File: config.mk
export PLATFORM = sky130hd
export DESIGN_NAME = sorted_value_table_flat
export DESIGN_NICKNAME = d
export VERILOG_FILES = /design/src/svt_pkg.sv /design/src/svt_stream_if.sv /design/src/svt_ram.sv /design/src/sorted_value_table.sv /design/src/flat_wrapper.sv
export SDC_FILE = /design/constraint.sdc
export NUM_CORES = 2
export LEC_CHECK = 0
export ABC_AREA = 1
export BUFFER_PORTS_ARGS = -buffer_cell sky130_fd_sc_hd__clkbuf_2
export CAP_MARGIN = 25
export CORE_MARGIN = 2
export CORE_UTILIZATION = 30
export DETAILED_ROUTE_END_ITERATION = 7
export PLACE_DENSITY_LB_ADDON = 0.12
export SYNTH_ARGS = -nofsm -noshare
export SYNTH_HDL_FRONTEND = slang
export SYNTH_SLANG_ARGS = --single-unit
File: constraint.sdc
create_clock -name clk -period 8.3 [get_ports clk]
set_clock_uncertainty 0.2 [all_clocks]
set_input_delay 1.66 -clock clk [delete_from_list [all_inputs] [get_ports clk]]
set_output_delay 1.66 -clock clk [all_outputs]
set_load 0.01 [all_outputs]
File: src/svt_pkg.sv
// Shared types and constants for the sorted value table.
`timescale 1ns / 1ps

package svt_pkg;

    localparam int REQ_W    = 2;
    localparam int KEY_W    = 32;
    localparam int STATUS_W = 2;
    localparam int POS_W    = 7;

    typedef enum logic [REQ_W-1:0] {
        REQ_INSERT = 2'd0,
        REQ_REMOVE = 2'd1,
        REQ_LOOKUP = 2'd2
    } req_kind_t;

    typedef enum logic [STATUS_W-1:0] {
        ST_DONE      = 2'd0,
        ST_FULL      = 2'd1,
        ST_NOT_FOUND = 2'd2
    } status_t;

    typedef enum logic [3:0] {
        S_IDLE,
        S_SEARCH,
        S_COMPARE,
        S_ACT,
        S_INS_RD,
        S_INS_WR,
        S_REM_RD,
        S_REM_WR,
        S_DONE
    } state_t;

    typedef struct packed {
        logic [REQ_W-1:0]        req_type;
        logic signed [KEY_W-1:0] key_value;
    } req_item_t;

    typedef struct packed {
        logic [STATUS_W-1:0] status;
        logic                found;
        logic [POS_W-1:0]    position;
        logic [POS_W-1:0]    entry_count;
    } rsp_item_t;

endpackage

File: src/svt_stream_if.sv
// Valid/ready item channel with source and sink modports.
`timescale 1ns / 1ps

interface svt_stream_if #(
    parameter type payload_t = logic
);
    logic     valid;
    logic     ready;
    payload_t data;

    modport source (output valid, output data, input ready);
    modport sink (input valid, input data, output ready);
endinterface

File: src/svt_ram.sv
// Generic simple dual-port RAM, one write and one registered read port.
`timescale 1ns / 1ps

module svt_ram #(
    parameter int WIDTH = 32,
    parameter int DEPTH = 64,
    parameter int ADDR_W = $clog2(DEPTH)
) (
    input  logic              clk,
    input  logic              we,
    input  logic [ADDR_W-1:0] waddr,
    input  logic [WIDTH-1:0]  wdata,
    input  logic [ADDR_W-1:0] raddr,
    output logic [WIDTH-1:0]  rdata
);
    logic [WIDTH-1:0] mem [DEPTH];
    logic [WIDTH-1:0] rdata_reg;

    always_ff @(posedge clk)
    begin
        if (we)
        begin
            mem[waddr] <= wdata;
        end
        rdata_reg <= mem[raddr];
    end

    assign rdata = rdata_reg;
endmodule

File: src/sorted_value_table.sv
// Top level of the sorted value table: sequencer, search and shift control.
`timescale 1ns / 1ps

// Holds up to CAPACITY signed 32-bit values in ascending order in one RAM
// with a registered read port. Each request (insert, remove, lookup) runs
// alone. It is accepted in the idle cycle. A bisection search over the
// stored entries follows: each probe has a read step and a compare step,
// and one more search step ends it when the window closes without a
// match. A dispatch step comes next. Unless the table is full, insert
// then moves every entry from the insertion position up by one, with a
// read and a write step per entry, and then stores the key. If the key
// was found, remove moves the entries above the match down, with a read
// and a write step per entry, and then updates the count. A last step
// loads the result register once the output is free. A new request is
// taken once the previous one has reached the result register, even if
// that result is not yet taken. Unused request kind 3 acts as a lookup.
// position and entry_count carry the low 7 bits of the index and count.
module sorted_value_table
    import svt_pkg::*;
#(
    parameter int CAPACITY = 64
) (
    input  logic         clk,
    input  logic         rst_n,
    svt_stream_if.sink   req,
    svt_stream_if.source rsp
);
    localparam int CNT_W  = $clog2(CAPACITY + 1);
    localparam int IDX_W  = $clog2(CAPACITY);
    localparam int WIDE_W = (CNT_W > POS_W) ? CNT_W : POS_W;

    state_t                  state_reg, state_next;
    logic [CNT_W-1:0]        count_reg, count_next;
    logic [CNT_W-1:0]        lo_reg, lo_next;
    logic [CNT_W-1:0]        hi_reg, hi_next;
    logic [CNT_W-1:0]        mid_reg, mid_next;
    logic [CNT_W-1:0]        i_reg, i_next;
    logic [CNT_W-1:0]        pos_reg, pos_next;
    logic                    hit_reg, hit_next;
    logic [REQ_W-1:0]        kind_reg, kind_next;
    logic signed [KEY_W-1:0] key_reg, key_next;
    status_t                 status_reg, status_next;
    logic                    out_valid_reg, out_valid_next;
    rsp_item_t               out_data_reg, out_data_next;

    logic                    ram_we;
    logic [IDX_W-1:0]        ram_waddr;
    logic [KEY_W-1:0]        ram_wdata;
    logic [IDX_W-1:0]        ram_raddr;
    logic [KEY_W-1:0]        ram_rdata;
    logic signed [KEY_W-1:0] probe_value;

    logic [CNT_W:0]          lo_hi_sum;
    logic [CNT_W-1:0]        mid_calc;
    logic [CNT_W:0]          i_plus_one;
    logic [WIDE_W-1:0]       pos_wide;
    logic [WIDE_W-1:0]       count_wide;
    logic                    out_load;

    svt_ram #(
        .WIDTH (KEY_W),
        .DEPTH (CAPACITY)
    ) u_ram (
        .clk   (clk),
        .we    (ram_we),
        .waddr (ram_waddr),
        .wdata (ram_wdata),
        .raddr (ram_raddr),
        .rdata (ram_rdata)
    );

    assign probe_value = $signed(ram_rdata);
    assign lo_hi_sum   = {1'b0, lo_reg} + {1'b0, hi_reg};
    assign mid_calc    = lo_hi_sum[CNT_W:1];
    assign i_plus_one  = {1'b0, i_reg} + {{CNT_W{1'b0}}, 1'b1};
    assign pos_wide    = WIDE_W'(pos_reg);
    assign count_wide  = WIDE_W'(count_reg);

    assign req.ready = (state_reg == S_IDLE);
    assign rsp.valid = out_valid_reg;
    assign rsp.data  = out_data_reg;

    always_ff @(posedge clk or negedge rst_n)
    begin
        if (!rst_n)
        begin
            state_reg     <= S_IDLE;
            count_reg     <= '0;
            out_valid_reg <= 1'b0;
        end
        else
        begin
            state_reg     <= state_next;
            count_reg     <= count_next;
            out_valid_reg <= out_valid_next;
        end
    end

    always_ff @(posedge clk)
    begin
        lo_reg       <= lo_next;
        hi_reg       <= hi_next;
        mid_reg      <= mid_next;
        i_reg        <= i_next;
        pos_reg      <= pos_next;
        hit_reg      <= hit_next;
        kind_reg     <= kind_next;
        key_reg      <= key_next;
        status_reg   <= status_next;
        out_data_reg <= out_data_next;
    end

    always_comb
    begin
        state_next     = state_reg;
        count_next     = count_reg;
        lo_next        = lo_reg;
        hi_next        = hi_reg;
        mid_next       = mid_reg;
        i_next         = i_reg;
        pos_next       = pos_reg;
        hit_next       = hit_reg;
        kind_next      = kind_reg;
        key_next       = key_reg;
        status_next    = status_reg;
        out_data_next  = out_data_reg;
        out_valid_next = out_valid_reg && !rsp.ready;
        out_load       = 1'b0;
        ram_we         = 1'b0;
        ram_waddr      = i_reg[IDX_W-1:0];
        ram_wdata      = ram_rdata;
        ram_raddr      = mid_calc[IDX_W-1:0];

        unique case (state_reg)
            S_IDLE:
            begin
                if (req.valid)
                begin
                    kind_next  = req.data.req_type;
                    key_next   = req.data.key_value;
                    lo_next    = '0;
                    hi_next    = count_reg;
                    hit_next   = 1'b0;
                    state_next = S_SEARCH;
                end
            end
            S_SEARCH:
            begin
                if (lo_reg < hi_reg)
                begin
                    mid_next   = mid_calc;
                    state_next = S_COMPARE;
                end
                else
                begin
                    pos_next   = lo_reg;
                    state_next = S_ACT;
                end
            end
            S_COMPARE:
            begin
                priority if (probe_value == key_reg)
                begin
                    hit_next   = 1'b1;
                    pos_next   = mid_reg;
                    state_next = S_ACT;
                end
                else if (probe_value > key_reg)
                begin
                    hi_next    = mid_reg;
                    state_next = S_SEARCH;
                end
                else
                begin
                    lo_next    = mid_reg + 1'b1;
                    state_next = S_SEARCH;
                end
            end
            S_ACT:
            begin
                unique case (kind_reg)
                    REQ_INSERT:
                    begin
                        if (count_reg >= CNT_W'(CAPACITY))
                        begin
                            status_next = ST_FULL;
                            state_next  = S_DONE;
                        end
                        else
                        begin
                            status_next = ST_DONE;
                            i_next      = count_reg;
                            state_next  = S_INS_RD;
                        end
                    end
                    REQ_REMOVE:
                    begin
                        if (!hit_reg)
                        begin
                            status_next = ST_NOT_FOUND;
                            state_next  = S_DONE;
                        end
                        else
                        begin
                            status_next = ST_DONE;
                            i_next      = pos_reg;
                            state_next  = S_REM_RD;
                        end
                    end
                    default:
                    begin
                        status_next = hit_reg ? ST_DONE : ST_NOT_FOUND;
                        state_next  = S_DONE;
                    end
                endcase
            end
            S_INS_RD:
            begin
                if (i_reg > pos_reg)
                begin
                    ram_raddr  = IDX_W'(i_reg - 1'b1);
                    state_next = S_INS_WR;
                end
                else
                begin
                    ram_we     = 1'b1;
                    ram_waddr  = pos_reg[IDX_W-1:0];
                    ram_wdata  = key_reg;
                    count_next = count_reg + 1'b1;
                    state_next = S_DONE;
                end
            end
            S_INS_WR:
            begin
                ram_we     = 1'b1;
                i_next     = i_reg - 1'b1;
                state_next = S_INS_RD;
            end
            S_REM_RD:
            begin
                if (i_plus_one < {1'b0, count_reg})
                begin
                    ram_raddr  = i_plus_one[IDX_W-1:0];
                    state_next = S_REM_WR;
                end
                else
                begin
                    count_next = count_reg - 1'b1;
                    state_next = S_DONE;
                end
            end
            S_REM_WR:
            begin
                ram_we     = 1'b1;
                i_next     = i_plus_one[CNT_W-1:0];
                state_next = S_REM_RD;
            end
            S_DONE:
            begin
                if (!out_valid_reg || rsp.ready)
                begin
                    out_load                  = 1'b1;
                    out_valid_next            = 1'b1;
                    out_data_next.status      = status_reg;
                    out_data_next.found       = hit_reg;
                    out_data_next.position    = pos_wide[POS_W-1:0];
                    out_data_next.entry_count = count_wide[POS_W-1:0];
                    state_next                = S_IDLE;
                end
            end
            default:
            begin
                state_next = S_IDLE;
            end
        endcase
    end

`ifndef SYNTHESIS
    a_count_bound: assert property (@(posedge clk) disable iff (!rst_n)
        count_reg <= CNT_W'(CAPACITY))
        else $error("entry count above capacity");

    a_full_only_at_capacity: assert property (@(posedge clk) disable iff (!rst_n)
        out_load && status_reg == ST_FULL |-> count_reg == CNT_W'(CAPACITY))
        else $error("full status while table not full");

    a_search_bounds: assert property (@(posedge clk) disable iff (!rst_n)
        state_reg == S_COMPARE |-> lo_reg <= mid_reg && mid_reg < hi_reg)
        else $error("probe outside search window");

    a_found_consistent: assert property (@(posedge clk) disable iff (!rst_n)
        rsp.valid |-> !(rsp.data.found && rsp.data.status == ST_NOT_FOUND))
        else $error("found flag with not-found status");

    a_remove_in_range: assert property (@(posedge clk) disable iff (!rst_n)
        state_reg == S_REM_WR |-> i_plus_one < {1'b0, count_reg})
        else $error("remove shift beyond stored entries");
`endif
endmodule

File: src/flat_wrapper.sv
// flat-port wrapper written by rule: the top's interface ports become plain ports
module sorted_value_table_flat import svt_pkg::*;
#(
    parameter int CAPACITY = 64
)
  (clk, rst_n, req_valid, req_data, req_ready, rsp_valid, rsp_data, rsp_ready);
  svt_stream_if #(.payload_t(req_item_t)) req_i ();
  svt_stream_if #(.payload_t(rsp_item_t)) rsp_i ();
  input  logic clk;
  input  logic rst_n;
  input wire logic [$bits(req_i.valid)-1:0] req_valid;
  input wire logic [$bits(req_i.data)-1:0] req_data;
  output wire logic [$bits(req_i.ready)-1:0] req_ready;
  output wire logic [$bits(rsp_i.valid)-1:0] rsp_valid;
  output wire logic [$bits(rsp_i.data)-1:0] rsp_data;
  input wire logic [$bits(rsp_i.ready)-1:0] rsp_ready;
  assign req_i.valid = req_valid;
  assign req_i.data = req_data;
  assign req_ready = req_i.ready;
  assign rsp_valid = rsp_i.valid;
  assign rsp_data = rsp_i.data;
  assign rsp_i.ready = rsp_ready;
  sorted_value_table #(.CAPACITY(CAPACITY)) u_core (.clk(clk), .rst_n(rst_n), .req(req_i), .rsp(rsp_i));
endmodule
== After elaboration in Yosys (flattened, before gate mapping) ==
Memory sizes are Yosys's and may differ from the RTL's. A register that Yosys moved wholly into a read port is not among the register bits.
Index checks and enable logic that the tools add are counted.
Word-level totals
  flip-flop bits (word level): 101
  bits in writable memories: 2048
  output and inout bits: 19
  word-level logic and storage cells: 118
  memories kept: 1
Operators by class
  add/sub/neg operators: 6
  order comparisons: 5
  equality and inequality tests: 22
  multiplexer cells: 47
  reductions and logical operators: 21
Memories
  u_core.u_ram.mem: words 64, bits a word 32, read ports 1, clocked after Yosys merged registers in 1, write ports 1, line svt_ram.sv:16  | logic [WIDTH-1:0] mem [DEPTH];
Operator list (count)
  $mux 7: 12
  $pmux 7 s2: 5
  $mux 32: 2
  $pmux 4 s9: 1
  $eq 32x32->1: 1
  $gt 32x32->1: 1
  $mux 4: 6
  $mux 6: 4
  $pmux 7 s3: 1
  $eq 4x3->1 const B: 4
  $add 7x1->7 const B: 2
  $sub 7x1->7 const B: 2
  $ne 2x2->1 const B: 6
  $pmux 6 s2: 1
  $reduce_and 4->1: 3
  $mux 1: 9
  $reduce_and 3->1: 3
  $add 7x1->8 const B: 1
  $add 7x7->8: 1
  $eq 4x2->1 const B: 2
  $lt 8x7->1: 1
  $pmux 4 s2: 1
  $reduce_and 2->1: 4
  $ge 7x7->1 const B: 1
  other kinds (18): 27

== Logic depth before layout (Yosys ltp) ==
  depth in word-level cells: 5
  mapped depth: 24

== Hierarchy ==
Synthesis repeated with hierarchy kept, for this count alone.
Second synthesis, totals
  cells, all modules: 7469
  area, all modules: 89051.7 sq um
By module, submodules not included
  svt_ram: times used 1, cells each 6769, area each 82738.1 sq um
  sorted_value_table: times used 1, cells each 700, area each 6313.6 sq um

== Least setup slack after synthesis ==
Ideal clock, no wire load.
  kind: reg2reg
  from: register u_core.i_reg[5]
  to: memory u_core.u_ram.mem[32][0], enable pin
  data arrival time: 5.179 ns
  data required time: 7.598 ns
  slack: 2.419 ns
  cell stages (with the launch flop): 15
  buffers on the path: 1
  period minus slack after synthesis: 5.881 ns
  cells stage by stage: edfxtp_1 ha_1 nand2_1 nor2_1 nand2_1 nand2_1 nand2_1 nand2_1 clkbuf_1 nand2_1 o21ai_0 inv_1 nor2_1 nand2_1 nor4_1
On the way
  cells in the longest elaborated chain, start to end: 5
  elaborated cells on any way between the ends: 7
  those cells by class: order compare (1); mux (6)
Ends and longest elaborated chain
  start, declared: line sorted_value_table.sv:37  | logic [CNT_W-1:0] i_reg, i_next;
  start signal, assigned: line sorted_value_table.sv:104  | i_reg <= i_next;
  $gt 7x7->1: line sorted_value_table.sv:219  | if (i_reg > pos_reg)
  $mux 1: line sorted_value_table.sv:219
  $pmux 1 s2: line sorted_value_table.sv:134  | unique case (state_reg)
  $mux 1: line svt_ram.sv:21  | if (we)
  $mux 1 (implied by the code): line svt_ram.sv:23  | mem[waddr] <= wdata;
  end, declared: line svt_ram.sv:16
Parallel ways exist; a longest one is shown, timed or not.

== Worst setup path after layout ==
  from: register u_core.i_reg[0]
  to: register u_core.u_ram.rdata_reg[2], in the netlist u_core.u_ram.rdata[2] (read register of u_core.u_ram.mem)
On the way
  cells in the longest elaborated chain, start to end: 4
  elaborated cells on any way between the ends: 7
  those cells by class: add/sub (2); order compare (2); mux (3)
Ends and longest elaborated chain
  $add 7x1->8: line sorted_value_table.sv:75  | assign i_plus_one = {1'b0, i_reg} + {{CNT_W{1'b0}}, 1'b1};
  $lt 8x7->1: line sorted_value_table.sv:241  | if (i_plus_one < {1'b0, count_reg})
  $mux 6: line sorted_value_table.sv:241
  $pmux 6 s2 *: line sorted_value_table.sv:134
  end, declared: line svt_ram.sv:17  | logic [WIDTH-1:0] rdata_reg;
Every way passes the cells marked *; elsewhere a longest branch is shown, timed or not.
A chain may end at the register's enable or synchronous reset.

==> results.cfg <==
[run_status]
status = finished, final reports clean

[logic_synthesis]
synth_seq_area_share_pct = 67.3
synth_flop_cell = edfxtp_1
syn_area_um2 = 96700
synthTopCellsByCount = nand3_1 (2191), edfxtp_1 (2137), nand2_1 (1339)
synth_cell_types = 47
synth_edf_count = 2137
postSynthAreaPerCell_um2 = 11.1
synth_top_cell_by_area = edfxtp_1
synth_seq_cells = 2181
synthArstFlopShare_pct = 0.550
synthMostInstantiatedCell = nand3_1
synth_top_area_share_pct = 66.3
synthTopCellsByArea = edfxtp_1 (66%), nand3_1 (11%), nand3b_1 (5.9%)
ys_warn_count = 0
syn-num-nets = 8804
netlist_instances = 8699

[timing]
hold_viol = 0
min_period_ps = 5830
slew_headroom_pct = 25.4
fmax_ghz = 0.172
setup-violations-final = 0
min_period_over_period_pct = 70.2
drv_slew = 0
whs_ps = 239
final.setup.worst_slack_ps = 2470
worst_pin_slew_ps = 1120
rsz0062_at_grt = no
fin_tns_setup_ps = 0

[placed_design]
gp_congestion = 0.845
pre_cts_slack_ps = 2480
dp_hpwl_mm = 183
port_buffers = 56

[cts]
cts-resized-gates = 0
clock_sinks = 2181
cts_inserted_buffers = 264
cts_tree = done
postCtsSetupBuffers = 0
clk_pin_slew_worst_paths_ps = 60
clock_latency_ps = 900
cts_max_level = 5
cts_root_buffer = clkbuf_16
cts.path.max_buffers = 4
cts.hold.buffers_added = 0

[setup_path]
cp_common_cell = nand3_1
crit_fanout = 89
cp_top_family = simple AND/OR/NAND/NOR gates
path_class = reg -> reg
cp_slowest_cell = nand2_8
crit_path_end_kind = flip-flop
cp.arrival_ps = 6400
max_stage_delay_ps = 660
start_kind = flip-flop
crit_chain = ha_1, nand3_1, nor3_1, xor2_1, ha_1, nand2_1, nand2_1, nor2_2, nand3_4, nand2_4, nand2_8, nand2_8, buf_12, buf_12, nand2_1, nand3_1, nand3_1, nand3_1, nand3_1, nand3_1, nand2_1
r2r_cells = 21
crit_required_ps = 8870
worstSetupPathDepth = 21
critPathBufInv = 2

[floorplan]
fp.dieArea_um2 = 327000
std_cell_rows = 208
start_util_pct = 30.2
core_area_um2 = 321000
die_w_um = 572
die_y_um = 572
pin_count = 57

[finish]
n_fill_cell = 31800
largest_reg_flops = 2048
nets = 8771
drive_gt1_share_pct = 8.36
area_growth_pct = 14.7

[detailed_routing]
drt_iter0_drc = 6729
routed_wl_mm = 333
ant_nets = 0
drt_first_pass_iters = 8
drc = 0
vias = 65400
wl_per_cell_um = 25.3
vias_per_cell = 4.97

[run]
maxCapViolations = 0

[worst_hold_path]
holdPathStages = 0
hold_path.class = reg -> reg

[global_routing]
grt_pass1_wl_mm = 474
grt_pass1_vias = 63100
antenna_found_initial = 20
grt-ovfl-total = 0
grt_max_degree = 160
grt_usage_pct = 19.9
-- per-stage QoR --
stage          cell area, um^2  util (%)  instances
3_5_place_dp            103000      32.0      12700
4_1_cts                 111000      34.5      13200
6_report                111000      34.6      13200
2_1_floorplan            96700         -       8699
3_3_place_gp            103000      32.0      12700
5_1_grt                 111000      34.6      13200
-- cells in the final DEF, fill, tap and decap left out, drive strengths merged, types with 8 or more instances in the layout --
master and instances:
dfrtp 12, buf 212, nand3 2195, ha 65, a21oi 38, nor2 110, clkbuf 402, inv 1286
nand4 9, edfxtp 2137, nand3b 766, clkinv 97, o21ai 79, nand2 1343, bufinv 8, nor3 14
dfxtp 32, xor2 14
-- layout make-up --
class	count	area (um^2)	area share [%]
Inverter	1276	4810	4.34
Clock buffer	346	7100	6.40
Sequential cell	2181	65100	58.7
Multi-Input combinational cell	4675	25200	22.7
Antenna cell	5	12.5	0.0113
Timing Repair Buffer	268	2360	2.13
Clock inverter	118	961	0.866
Tap cell	4305	5390	4.86
-- logic make-up (layout without fill, tap and decap cells) --
| group | Yosys count | after routing | synth area share (%) |
|---|---|---|---|
| XOR/XNOR | 19 | 19 | 0.172 |
| AO/OA/AOI/OAI | 141 | 141 | 0.804 |
| other | 0 | 5 | 0 |
| flip-flops | 2181 | 2181 | 67.3 |
| AND/OR/NAND/NOR | 4448 | 4448 | 23.2 |
| adder cells (fa/ha/maj) | 67 | 67 | 0.882 |
| buffers and inverters | 1843 | 2008 | 7.62 |
-- final timing paths --
| check | from | end | slack, ps |
|---|---|---|---|
| worst min-delay path | u_core.status_reg[1]$_SDFFCE_PP0P_ | u_core.rsp.data[16]$_DFFE_PP_ | 240 |
| worst max-delay path | u_core.i_reg[0]$_DFFE_PP_ | u_core.u_ram.rdata[2]$_DFF_P_ | 2470 |
| max in group asynchronous | rst_n | u_core.count_reg[0]$_DFFE_PN0P_ | 7100 |
| min in group asynchronous | rst_n | u_core.rsp.valid$_DFF_PN0_ | 480 |
| worst max register to register | u_core.i_reg[0]$_DFFE_PP_ | u_core.u_ram.rdata[2]$_DFF_P_ | 2470 |
| worst min register to register | u_core.status_reg[1]$_SDFFCE_PP0P_ | u_core.rsp.data[16]$_DFFE_PP_ | 240 |
-- layer usage --
layer / global-route usage (%) / wire length (um) / vias up
met5: 0 / 0 / -
met4: 5.25 / 8300 / 0
met3: 2.51 / 19500 / 385
met2: 32.5 / 155000 / 2060
met1: 27.9 / 150000 / 33100
li1: - / - / 29900
Power is left out: the tool's default activity adds up to more than one toggle a clock period on the data nets, which glitch-free logic cannot reach.
